<file path="src/sv/preemptive_priority_scheduler_macros.svh">
// Assertion macros for the preemptive priority scheduler.
// Used by the top level only; clk and arst_n must be in scope where expanded.
`ifndef PREEMPTIVE_PRIORITY_SCHEDULER_MACROS_SVH
`define PREEMPTIVE_PRIORITY_SCHEDULER_MACROS_SVH
`ifndef SYNTHESIS
`define PPS_ASSERT_SAME(lbl, ante, cons, msg) \
	lbl: assert property (@(posedge clk) disable iff (!arst_n) (ante) |-> (cons)) \
		else $error(msg);
`define PPS_ASSERT_NEXT(lbl, ante, cons, msg) \
	lbl: assert property (@(posedge clk) disable iff (!arst_n) (ante) |=> (cons)) \
		else $error(msg);
`else
`define PPS_ASSERT_SAME(lbl, ante, cons, msg)
`define PPS_ASSERT_NEXT(lbl, ante, cons, msg)
`endif
`endif

</file>
<file path="src/sv/pps_pkg.sv">
// Shared types and constants of the preemptive priority scheduler.
// No dependencies; used by pps_cell and preemptive_priority_scheduler.
package pps_pkg;

	localparam int SLOTS    = 16;
	localparam int IDX_W    = (SLOTS > 1) ? $clog2(SLOTS) : 1;
	localparam int SLOT_W   = 4;
	localparam int CMP_W    = (IDX_W > SLOT_W) ? IDX_W : SLOT_W;
	localparam int TIME_W   = 16;
	localparam int PRIO_W   = 8;
	localparam logic [TIME_W-1:0] TIME_MAX = '1;

	localparam logic MODE_LOAD = 1'b0;
	localparam logic MODE_TICK = 1'b1;

	// Pending count along the chain saturates here.
	localparam logic [1:0] PEND_SAT = 2'd2;

	typedef struct packed {
		logic              mode;
		logic [SLOT_W-1:0] slot;
		logic [TIME_W-1:0] arrival_time;
		logic [TIME_W-1:0] burst_len;
		logic [PRIO_W-1:0] priority_req;
	} item_t;

	typedef struct packed {
		logic              cpu_busy;
		logic [SLOT_W-1:0] running_slot;
		logic              finished;
		logic [TIME_W-1:0] turnaround;
		logic [TIME_W-1:0] waiting;
		logic [TIME_W-1:0] response;
		logic              all_done;
		logic [TIME_W-1:0] time_now;
	} result_t;

	// Best candidate so far plus a saturating count of unfinished slots.
	typedef struct packed {
		logic              vld;
		logic [IDX_W-1:0]  idx;
		logic [PRIO_W-1:0] prio;
		logic [TIME_W-1:0] arrival;
		logic [TIME_W-1:0] burst;
		logic [TIME_W-1:0] remaining;
		logic [TIME_W-1:0] first;
		logic              started;
		logic [1:0]        pend;
	} chain_t;

	// Broadcast from the sequencer to every cell.
	typedef struct packed {
		logic              load;
		logic [SLOT_W-1:0] slot;
		logic [TIME_W-1:0] arrival;
		logic [TIME_W-1:0] burst;
		logic [PRIO_W-1:0] prio;
		logic              upd;
		logic [IDX_W-1:0]  upd_idx;
		logic [TIME_W-1:0] time_now;
	} cmd_t;

endpackage

</file>
<file path="src/sv/preemptive_priority_scheduler.sv">
// Preemptive priority scheduler: top level with sequencer and a row of slot cells.
// A result strobes once the sequencer has passed through SCAN, UPD and FIN for the item.
// busy stays high until the result is registered, so no new item is taken before the last is through.
// Results cannot be stalled; done is high for exactly one cycle per beat.
// Reset (arst_n low) clears all slot marks, the time and the sequencer at once.
// Depends on pps_pkg, pps_cell and preemptive_priority_scheduler_macros.svh.
`include "preemptive_priority_scheduler_macros.svh"
module preemptive_priority_scheduler (
	input  logic             clk,
	input  logic             arst_n,
	input  logic             start,
	output logic             busy,
	input  pps_pkg::item_t   item,
	output logic             done,
	output pps_pkg::result_t result
);

	// The sequencer walks through four phases for each beat:
	//   IDLE  waits for start; a load beat writes its slot at the accepting edge.
	//   SCAN  lets the best-candidate record ripple through the row of cells,
	//         one cell per cycle, until it has passed every cell. Slot state is frozen meanwhile,
	//         so the record at the last cell is the winner for this tick.
	//   UPD   broadcasts the winner to the cells, which run it for one time unit,
	//         and captures turnaround, response and the all-done flag.
	//   FIN   finishes waiting time and registers the result for the strobe.
	typedef enum logic [1:0] {
		ST_IDLE,
		ST_SCAN,
		ST_UPD,
		ST_FIN
	} state_t;

	state_t                        state_q;
	logic [pps_pkg::IDX_W-1:0]     cnt_q;
	logic [pps_pkg::TIME_W-1:0]    time_q;
	logic                          done_q;
	pps_pkg::result_t              result_q;
	pps_pkg::item_t                item_q;

	// Values captured in UPD for the final step.
	logic                          busy_q;
	logic [pps_pkg::SLOT_W-1:0]    run_q;
	logic                          fin_q;
	logic [pps_pkg::TIME_W-1:0]    tat_q;
	logic [pps_pkg::TIME_W-1:0]    resp_q;
	logic [pps_pkg::TIME_W-1:0]    burst_q;
	logic                          alld_q;

	logic                          accept;
	pps_pkg::cmd_t                 cmd;
	pps_pkg::chain_t               link [pps_pkg::SLOTS+1];
	pps_pkg::chain_t               best;
	logic                          tick;
	logic                          run_now;
	logic                          fin_now;
	logic [pps_pkg::TIME_W-1:0]    time_next;
	logic [pps_pkg::TIME_W-1:0]    first_eff;
	logic [pps_pkg::TIME_W-1:0]    wait_val;

	assign accept    = start && !busy;
	assign busy      = (state_q != ST_IDLE);
	assign best      = link[pps_pkg::SLOTS];
	assign tick      = (item_q.mode == pps_pkg::MODE_TICK);
	assign run_now   = (state_q == ST_UPD) && tick && best.vld;
	assign fin_now   = run_now && (best.remaining <= pps_pkg::TIME_W'(1));
	// Time stops at its maximum; a tick then still runs one unit of work.
	assign time_next = (time_q == pps_pkg::TIME_MAX) ? time_q :
		time_q + pps_pkg::TIME_W'(1);
	// A slot on its first dispatch starts now.
	assign first_eff = best.started ? best.first : time_q;
	// Waiting is floored at zero, which matters when time has saturated.
	assign wait_val  = (tat_q > burst_q) ? tat_q - burst_q : '0;

	always_comb begin
		cmd          = '0;
		cmd.load     = accept && (item.mode == pps_pkg::MODE_LOAD);
		cmd.slot     = item.slot;
		cmd.arrival  = item.arrival_time;
		cmd.burst    = item.burst_len;
		cmd.prio     = item.priority_req;
		cmd.upd      = run_now;
		cmd.upd_idx  = best.idx;
		cmd.time_now = time_q;
	end

	// Nothing enters the head of the chain: the first ready cell always takes over.
	assign link[0] = '0;

	for (genvar i = 0; i < pps_pkg::SLOTS; i++) begin : g_cell
		pps_cell u_cell (
			.clk    (clk),
			.arst_n (arst_n),
			.my_idx (pps_pkg::IDX_W'(i)),
			.cmd    (cmd),
			.prev   (link[i]),
			.next   (link[i+1])
		);
	end

	always_ff @(posedge clk or negedge arst_n) begin
		if (!arst_n) begin
			state_q  <= ST_IDLE;
			cnt_q    <= '0;
			time_q   <= '0;
			done_q   <= 1'b0;
			result_q <= '0;
		end else begin
			done_q <= 1'b0;
			case (state_q)
				ST_IDLE: begin
					cnt_q <= '0;
					if (accept) begin
						state_q <= ST_SCAN;
					end
				end
				ST_SCAN: begin
					cnt_q <= cnt_q + pps_pkg::IDX_W'(1);
					if (cnt_q == pps_pkg::IDX_W'(pps_pkg::SLOTS - 1)) begin
						state_q <= ST_UPD;
					end
				end
				ST_UPD: begin
					if (tick) begin
						time_q <= time_next;
					end
					state_q <= ST_FIN;
				end
				ST_FIN: begin
					result_q.cpu_busy     <= busy_q;
					result_q.running_slot <= run_q;
					result_q.finished     <= fin_q;
					result_q.turnaround   <= tat_q;
					result_q.waiting      <= fin_q ? wait_val : '0;
					result_q.response     <= resp_q;
					result_q.all_done     <= alld_q;
					result_q.time_now     <= time_q;
					done_q                <= 1'b1;
					state_q               <= ST_IDLE;
				end
				default: begin
					state_q <= ST_IDLE;
				end
			endcase
		end
	end

	always_ff @(posedge clk) begin
		if (accept) begin
			item_q <= item;
		end
		if (state_q == ST_UPD) begin
			busy_q  <= run_now;
			run_q   <= run_now ? pps_pkg::SLOT_W'(best.idx) : '0;
			fin_q   <= fin_now;
			tat_q   <= fin_now ? time_next - best.arrival : '0;
			resp_q  <= fin_now ? first_eff - best.arrival : '0;
			burst_q <= best.burst;
			// A finishing winner was itself counted as pending.
			alld_q  <= fin_now ? (best.pend == 2'd1) : (best.pend == 2'd0);
		end
	end

	assign done   = done_q;
	assign result = result_q;

	`PPS_ASSERT_NEXT(a_strobe_after_fin, state_q == ST_FIN, done_q, "strobe missing after FIN")
	`PPS_ASSERT_SAME(a_strobe_only_after_fin, done_q, $past(state_q == ST_FIN), "stray strobe")
	`PPS_ASSERT_NEXT(a_load_never_runs, (state_q == ST_FIN) && !tick, !result_q.cpu_busy,
		"load beat reported a dispatch")
	`PPS_ASSERT_SAME(a_finish_needs_run, done_q && result_q.finished, result_q.cpu_busy,
		"finish without dispatch")
	`PPS_ASSERT_NEXT(a_time_monotonic, state_q == ST_UPD, time_q >= $past(time_q),
		"time went backward")

endmodule

</file>
<file path="src/sv/pps_cell.sv">
// One process slot of the scheduler, with one stage of the selection chain.
// Depends on pps_pkg.
module pps_cell (
	input  logic                     clk,
	input  logic                     arst_n,
	input  logic [pps_pkg::IDX_W-1:0] my_idx,
	input  pps_pkg::cmd_t            cmd,
	input  pps_pkg::chain_t          prev,
	output pps_pkg::chain_t          next
);

	logic                            valid_q;
	logic                            done_q;
	logic                            started_q;
	logic [pps_pkg::TIME_W-1:0]      arrival_q;
	logic [pps_pkg::TIME_W-1:0]      burst_q;
	logic [pps_pkg::TIME_W-1:0]      remaining_q;
	logic [pps_pkg::TIME_W-1:0]      first_q;
	logic [pps_pkg::PRIO_W-1:0]      prio_q;
	pps_pkg::chain_t                 out_q;
	pps_pkg::chain_t                 stage;

	logic match_load;
	logic match_upd;
	logic pending;
	logic ready;
	logic take;
	logic last_unit;

	assign match_load = cmd.load &&
		(pps_pkg::CMP_W'(cmd.slot) == pps_pkg::CMP_W'(my_idx));
	assign match_upd  = cmd.upd && (cmd.upd_idx == my_idx);
	assign pending    = valid_q && !done_q;
	assign ready      = pending && (arrival_q <= cmd.time_now);
	assign take       = ready && (!prev.vld || (prio_q < prev.prio));
	assign last_unit  = (remaining_q <= pps_pkg::TIME_W'(1));

	always_comb begin
		stage = prev;
		if (take) begin
			stage.vld       = 1'b1;
			stage.idx       = my_idx;
			stage.prio      = prio_q;
			stage.arrival   = arrival_q;
			stage.burst     = burst_q;
			stage.remaining = remaining_q;
			stage.first     = first_q;
			stage.started   = started_q;
		end
		if (pending && (prev.pend != pps_pkg::PEND_SAT)) begin
			stage.pend = prev.pend + 2'd1;
		end
	end

	always_ff @(posedge clk or negedge arst_n) begin
		if (!arst_n) begin
			valid_q   <= 1'b0;
			done_q    <= 1'b0;
			started_q <= 1'b0;
			out_q     <= '0;
		end else begin
			out_q <= stage;
			if (match_load) begin
				valid_q   <= 1'b1;
				done_q    <= 1'b0;
				started_q <= 1'b0;
			end else if (match_upd) begin
				started_q <= 1'b1;
				if (last_unit) begin
					done_q <= 1'b1;
				end
			end
		end
	end

	always_ff @(posedge clk) begin
		if (match_load) begin
			arrival_q   <= cmd.arrival;
			burst_q     <= cmd.burst;
			remaining_q <= cmd.burst;
			prio_q      <= cmd.prio;
		end else if (match_upd) begin
			if (!started_q) begin
				first_q <= cmd.time_now;
			end
			remaining_q <= last_unit ? '0 : remaining_q - pps_pkg::TIME_W'(1);
		end
	end

	assign next = out_q;

endmodule
</file>
<file path="config.mk">
export PLATFORM = sky130hd
export DESIGN_NAME = preemptive_priority_scheduler
export DESIGN_NICKNAME = d
export VERILOG_FILES = /design/src/sv/pps_pkg.sv /design/src/sv/preemptive_priority_scheduler.sv /design/src/sv/pps_cell.sv
export VERILOG_INCLUDE_DIRS = /design/src /design/src/sv
export SDC_FILE = /design/constraint.sdc
export NUM_CORES = 2
export LEC_CHECK = 0
export ABC_CLOCK_PERIOD_IN_PS = 5800
export CAP_MARGIN = 25
export CORE_UTILIZATION = 45
export CTS_CLUSTER_SIZE = 14
export DETAILED_ROUTE_END_ITERATION = 10
export DONT_BUFFER_PORTS = 1
export GPL_TIMING_DRIVEN = 0
export PLACE_DENSITY_LB_ADDON = 0.08
export SLEW_MARGIN = 20
export SYNTH_ARGS = -nofsm -noshare
export SYNTH_HDL_FRONTEND = slang
export SYNTH_SLANG_ARGS = --single-unit
</file>
<file path="constraint.sdc">
create_clock -name clk -period 5.8 [get_ports clk]
set_clock_uncertainty 0.05 [all_clocks]
set_input_delay 1.16 -clock clk [delete_from_list [all_inputs] [get_ports clk]]
set_output_delay 1.16 -clock clk [all_outputs]
set_load 0.01 [all_outputs]
</file>
==> parameters.txt <==
Parameter                              Value

Setup path
  Data required, critical path ... 6400 ps
  Reg2reg setup slack ... 520 ps
  Critical Path Source Type ... flip-flop
  CP arrival ... 5880 ps
  Max Fanout on Critical Path ... 17
  Critical R2R Capture ... tat_q[14]$_SDFFCE_PP0P_
  Category of the worst setup path capture point ... flip-flop
  Reg2reg path depth ... 14
  Start of the worst register-to-register path ... time_q[11]$_DFFE_PN0P_
  Setup Crit Path Kind ... flip-flop to flip-flop

Synth
  Sequential fraction of the synthesis area ... 66.68%
  Cells after Synth ... 7214
  Flops & latches, synth ... 2590
  Count of flip-flops with a built-in enable after synthesis ... 1208
  Mean post-synth cell area ... 14.73 um2
  Number of distinct standard cells referenced by the synthesized netlist ... 76
  Net count after synthesis ... 7726
  Number of warning messages in the yosys log ... 0
  Primary flip-flop cell chosen by synthesis mapping ... sky130_fd_sc_hd__dfrtp_1
  Cell area after synthesis ... 0.1063 mm2
  Fraction of synthesis flops using an asynchronous set or reset pin ... 53.36%

Layout
  Final Net Count ... 8113
  Post-Route Utilization ... 51.65%
  Commonest non-fill, non-tap cells in the layout ... sky130_fd_sc_hd__dfrtp_1, sky130_fd_sc_hd__edfxtp_1, sky130_fd_sc_hd__mux2_2
  Layout overhead on the synthesized area ... 14.20%
  Layout cell share with drive strength beyond 1 ... 24.17%
  Commonest non-fill, non-tap cell in the layout ... sky130_fd_sc_hd__dfrtp_1
  Fin cells ... 10986

STA
  Maximum achievable frequency ... 189.3 MHz
  RSZ-0062 raised after global routing ... no
  Worst setup slack after layout ... 517.4 ps
  Ratio of final minimum period to clock period ... 91.08%
  Accumulated negative setup slack ... 0 ps
  Final Hold Vio Count ... 0
  Tmin final ... 5283 ps
  Least-Margin Pin Slew ... 1122 ps
  Final count of negative-setup-slack endpoints ... 0
  Final count of pins violating max slew ... 0
  Relative max-transition margin ... 24.99%

Die
  Starting density of the core ... 45.23%
  Core Box Area ... 0.2350 mm2
  Floorplan die height ... 487.9 um
  Die area ... 0.2381 mm2
  DIE WIDTH ... 487.9 um
  Io pins ... 121
  Number of rows in the core area ... 178

Route
  Post-route antenna net violation count ... 0
  Number of design-rule violations left by the first detailed-router iteration ... 3504
  Average routed wire per standard cell ... 22.57 um
  Met3 routed WL ... 9.402 mm
  DR pass1 iterations ... 5
  Number of remaining DRC errors ... 0
  DR vias ... 56975
  Wire length reported by the detailed router ... 247.9 mm
  Highest routed metal layer ... met5
  Wire length the detailed router placed on met1 ... 115.4 mm
  Met2 routed wirelength ... 115.7 mm
  Post-DR vias/cell ... 5.186

Flow run
  Max-cap violation count ... 0

CTS
  Clock latency on the worst-skew pair ... 920 ps
  Clock tree sinks ... 2590
  Root Buffer Master ... sky130_fd_sc_hd__clkbuf_16
  CTS max path bufs ... 4
  Number of clock buffers inserted by TritonCTS ... 301
  H-tree levels ... 5
  Post-CTS Repair Setup Buffers ... 0
  Clock transition time at the flip-flop clock pins of the worst setup and hold paths ... 60 ps
  TritonCTS clock tree ... built

Placement
  Worst setup timing slack at the placement stage ... 456.5 ps
  Number of input and output port buffers inserted ... 0
  Placed Cells incl. Taps ... 10440
  Routability Congestion ... 0.8488
  HPWL after detailed placement ... 178.7 mm

Global route
  GRT Overall Usage ... 21.15%
  Total overflow reported by the global router ... 0
  Number of antenna violations at the first check in global routing ... 4
  Largest net degree at the start of global routing ... 211
  Number of global-route vias before repair ... 60913
  First-pass GRT wire length ... 380.9 mm

Status
  Status ... completed

Pwr
  Share of total power in sequential cells ... 47.6%
  Clock network fraction of total power ... 37.3%
  Switching Power ... 12.50 mW
  Cell area power density ... 405.8 mW/mm2
  Switching Fraction ... 25.38%
  Relative contribution of combinational cells to total power ... 15.1%
  Reported leakage power ... 50.34 nW
  Worst IR drop on VDD ... 275.3 uV
  P_int ... 36.74 mW

Worst hold path
  Type of the most critical hold path ... primary input to async pin
-- power groups by stage --
stage	logic (mW)	registers, mW	clock network [mW]
floorplan	5.42	23.1	0
global placement	6.99	23.8	0
detailed placement	7.39	23.8	0
CTS	7.50	23.5	18.9
global route	8.31	23.7	19.6
finish	7.43	23.4	18.4
-- state kept, by name, indices dropped and copies added, names as in the netlist, 71 cells and up --
| signal | count |
|---|---|
| g_cell.u_cell.next | 1240 |
| g_cell.u_cell.arrival_q | 256 |
| g_cell.u_cell.burst_q | 256 |
| g_cell.u_cell.first_q | 256 |
| g_cell.u_cell.remaining_q | 256 |
| g_cell.u_cell.prio_q | 128 |
| result | 71 |
-- Yosys cell counts, types with 10 or more instances --
| library cell | number | area, um2 |
|---|---|---|
| sky130_fd_sc_hd__a211oi_1 | 19 | 142.6 |
| sky130_fd_sc_hd__a21o_1 | 143 | 1074 |
| sky130_fd_sc_hd__a21oi_1 | 129 | 645.6 |
| sky130_fd_sc_hd__a2bb2oi_1 | 18 | 157.7 |
| sky130_fd_sc_hd__and2_1 | 14 | 87.58 |
| sky130_fd_sc_hd__and3_1 | 16 | 100.1 |
| sky130_fd_sc_hd__buf_1 | 14 | 52.55 |
| sky130_fd_sc_hd__buf_2 | 108 | 540.5 |
| sky130_fd_sc_hd__buf_4 | 19 | 142.6 |
| sky130_fd_sc_hd__clkbuf_1 | 119 | 446.7 |
| sky130_fd_sc_hd__dfrtp_1 | 1382 | 34580 |
| sky130_fd_sc_hd__edfxtp_1 | 1208 | 36270 |
| sky130_fd_sc_hd__ha_1 | 461 | 5768 |
| sky130_fd_sc_hd__inv_1 | 247 | 927.1 |
| sky130_fd_sc_hd__mux2_1 | 10 | 112.6 |
| sky130_fd_sc_hd__mux2_2 | 1100 | 12390 |
| sky130_fd_sc_hd__mux2_4 | 20 | 300.3 |
| sky130_fd_sc_hd__nand2_1 | 449 | 1685 |
| sky130_fd_sc_hd__nand2b_1 | 63 | 394.1 |
| sky130_fd_sc_hd__nand3_1 | 50 | 250.2 |
| sky130_fd_sc_hd__nand3b_1 | 18 | 135.1 |
| sky130_fd_sc_hd__nand4_1 | 81 | 506.7 |
| sky130_fd_sc_hd__nor2_1 | 364 | 1366 |
| sky130_fd_sc_hd__nor2b_1 | 65 | 406.6 |
| sky130_fd_sc_hd__nor3_1 | 118 | 590.6 |
| sky130_fd_sc_hd__nor4_1 | 64 | 400.4 |
| sky130_fd_sc_hd__o21a_1 | 34 | 255.2 |
| sky130_fd_sc_hd__o21ai_0 | 203 | 1016 |
| sky130_fd_sc_hd__o21ai_1 | 11 | 55.05 |
| sky130_fd_sc_hd__o2bb2ai_1 | 14 | 122.6 |
| sky130_fd_sc_hd__o31ai_1 | 160 | 1201 |
| sky130_fd_sc_hd__or2_2 | 52 | 325.3 |
| sky130_fd_sc_hd__or3_1 | 25 | 156.4 |
| sky130_fd_sc_hd__or4_1 | 26 | 195.2 |
| sky130_fd_sc_hd__xnor2_1 | 200 | 1752 |
| sky130_fd_sc_hd__xor2_1 | 70 | 613.1 |
-- per-stage QoR --
step                area (um2)  total power [mW]  hold slack (ps)
floorplan               106300             28.50            350.7
global placement        110200             30.81            354.1
detailed placement      111500             31.18            354.2
CTS                     121200             49.83            39.96
global route            121300             51.58            73.38
finish                  121400             49.24            98.33
-- layer usage --
metal	global-route usage (%)	up-vias
met1	29.27	28605
li1	-	26912
met4	6.846	2
met5	0	-
met3	3.305	431
met2	34.09	1025
-- area by class of cell --
type,instances,area [um2]
plain buffers,264,1308
inverters,248,930.9
clock inverters,82,932.1
well taps,3150,3941
flip-flops and latches,2590,70870
diodes,7,17.52
fillers,19666,113600
repair buffers,84,1262
clock buffers,449,8678
multi-input cells,4112,33410
-- worst max-delay path: stages (launching register included) --
cell,delay (ps)
sky130_fd_sc_hd__dfrtp_1,900
sky130_fd_sc_hd__buf_2,360
sky130_fd_sc_hd__inv_1,250
sky130_fd_sc_hd__nor4_1,720
sky130_fd_sc_hd__nand3_1,440
sky130_fd_sc_hd__xnor2_1,250
sky130_fd_sc_hd__ha_1,250
sky130_fd_sc_hd__fa_1,420
sky130_fd_sc_hd__nor2b_1,190
sky130_fd_sc_hd__o21ai_0,110
sky130_fd_sc_hd__a21boi_0,330
sky130_fd_sc_hd__o2111ai_1,250
sky130_fd_sc_hd__o21ai_0,250
sky130_fd_sc_hd__xnor2_1,160
sky130_fd_sc_hd__nor2_1,60
-- cells by family after synthesis --
family          after synthesis  synth area share [%]
mux                        1135                 12.09
flops                      2590                 66.68
xor+xnor                    270                 2.225
fa+ha+maj                   464                 5.485
buf+inv                     512                 2.051
simple gates               1423                 6.361
compound gates              820                 5.105
-- worst max path at each step --
| stage | cells after the start | startpoint | to | slack [ps] |
|---|---|---|---|---|
| floorplan | 8 | state_q[0]$_DFFE_PN0P_ | g_cell[11].u_cell.first_q[0]$_DFFE_PP_ | 920 |
| global placement | 8 | state_q[0]$_DFFE_PN0P_ | g_cell[7].u_cell.first_q[3]$_DFFE_PP_ | -2130 |
| detailed placement | 11 | time_q[11]$_DFFE_PN0P_ | g_cell[2].u_cell.next[62]$_DFF_PN0_ | 460 |
| CTS | 11 | time_q[11]$_DFFE_PN0P_ | g_cell[2].u_cell.next[62]$_DFF_PN0_ | 430 |
| global route | 14 | time_q[11]$_DFFE_PN0P_ | tat_q[12]$_SDFFCE_PP0P_ | 20 |
| finish | 14 | time_q[11]$_DFFE_PN0P_ | tat_q[14]$_SDFFCE_PP0P_ | 520 |
-- what timing repair did --
action	in CTS	in global routing
hold endpoints to repair	72	0
hold buffers	1	0
gates resized for setup	0	0
Power figures use the tool's default switching activity.
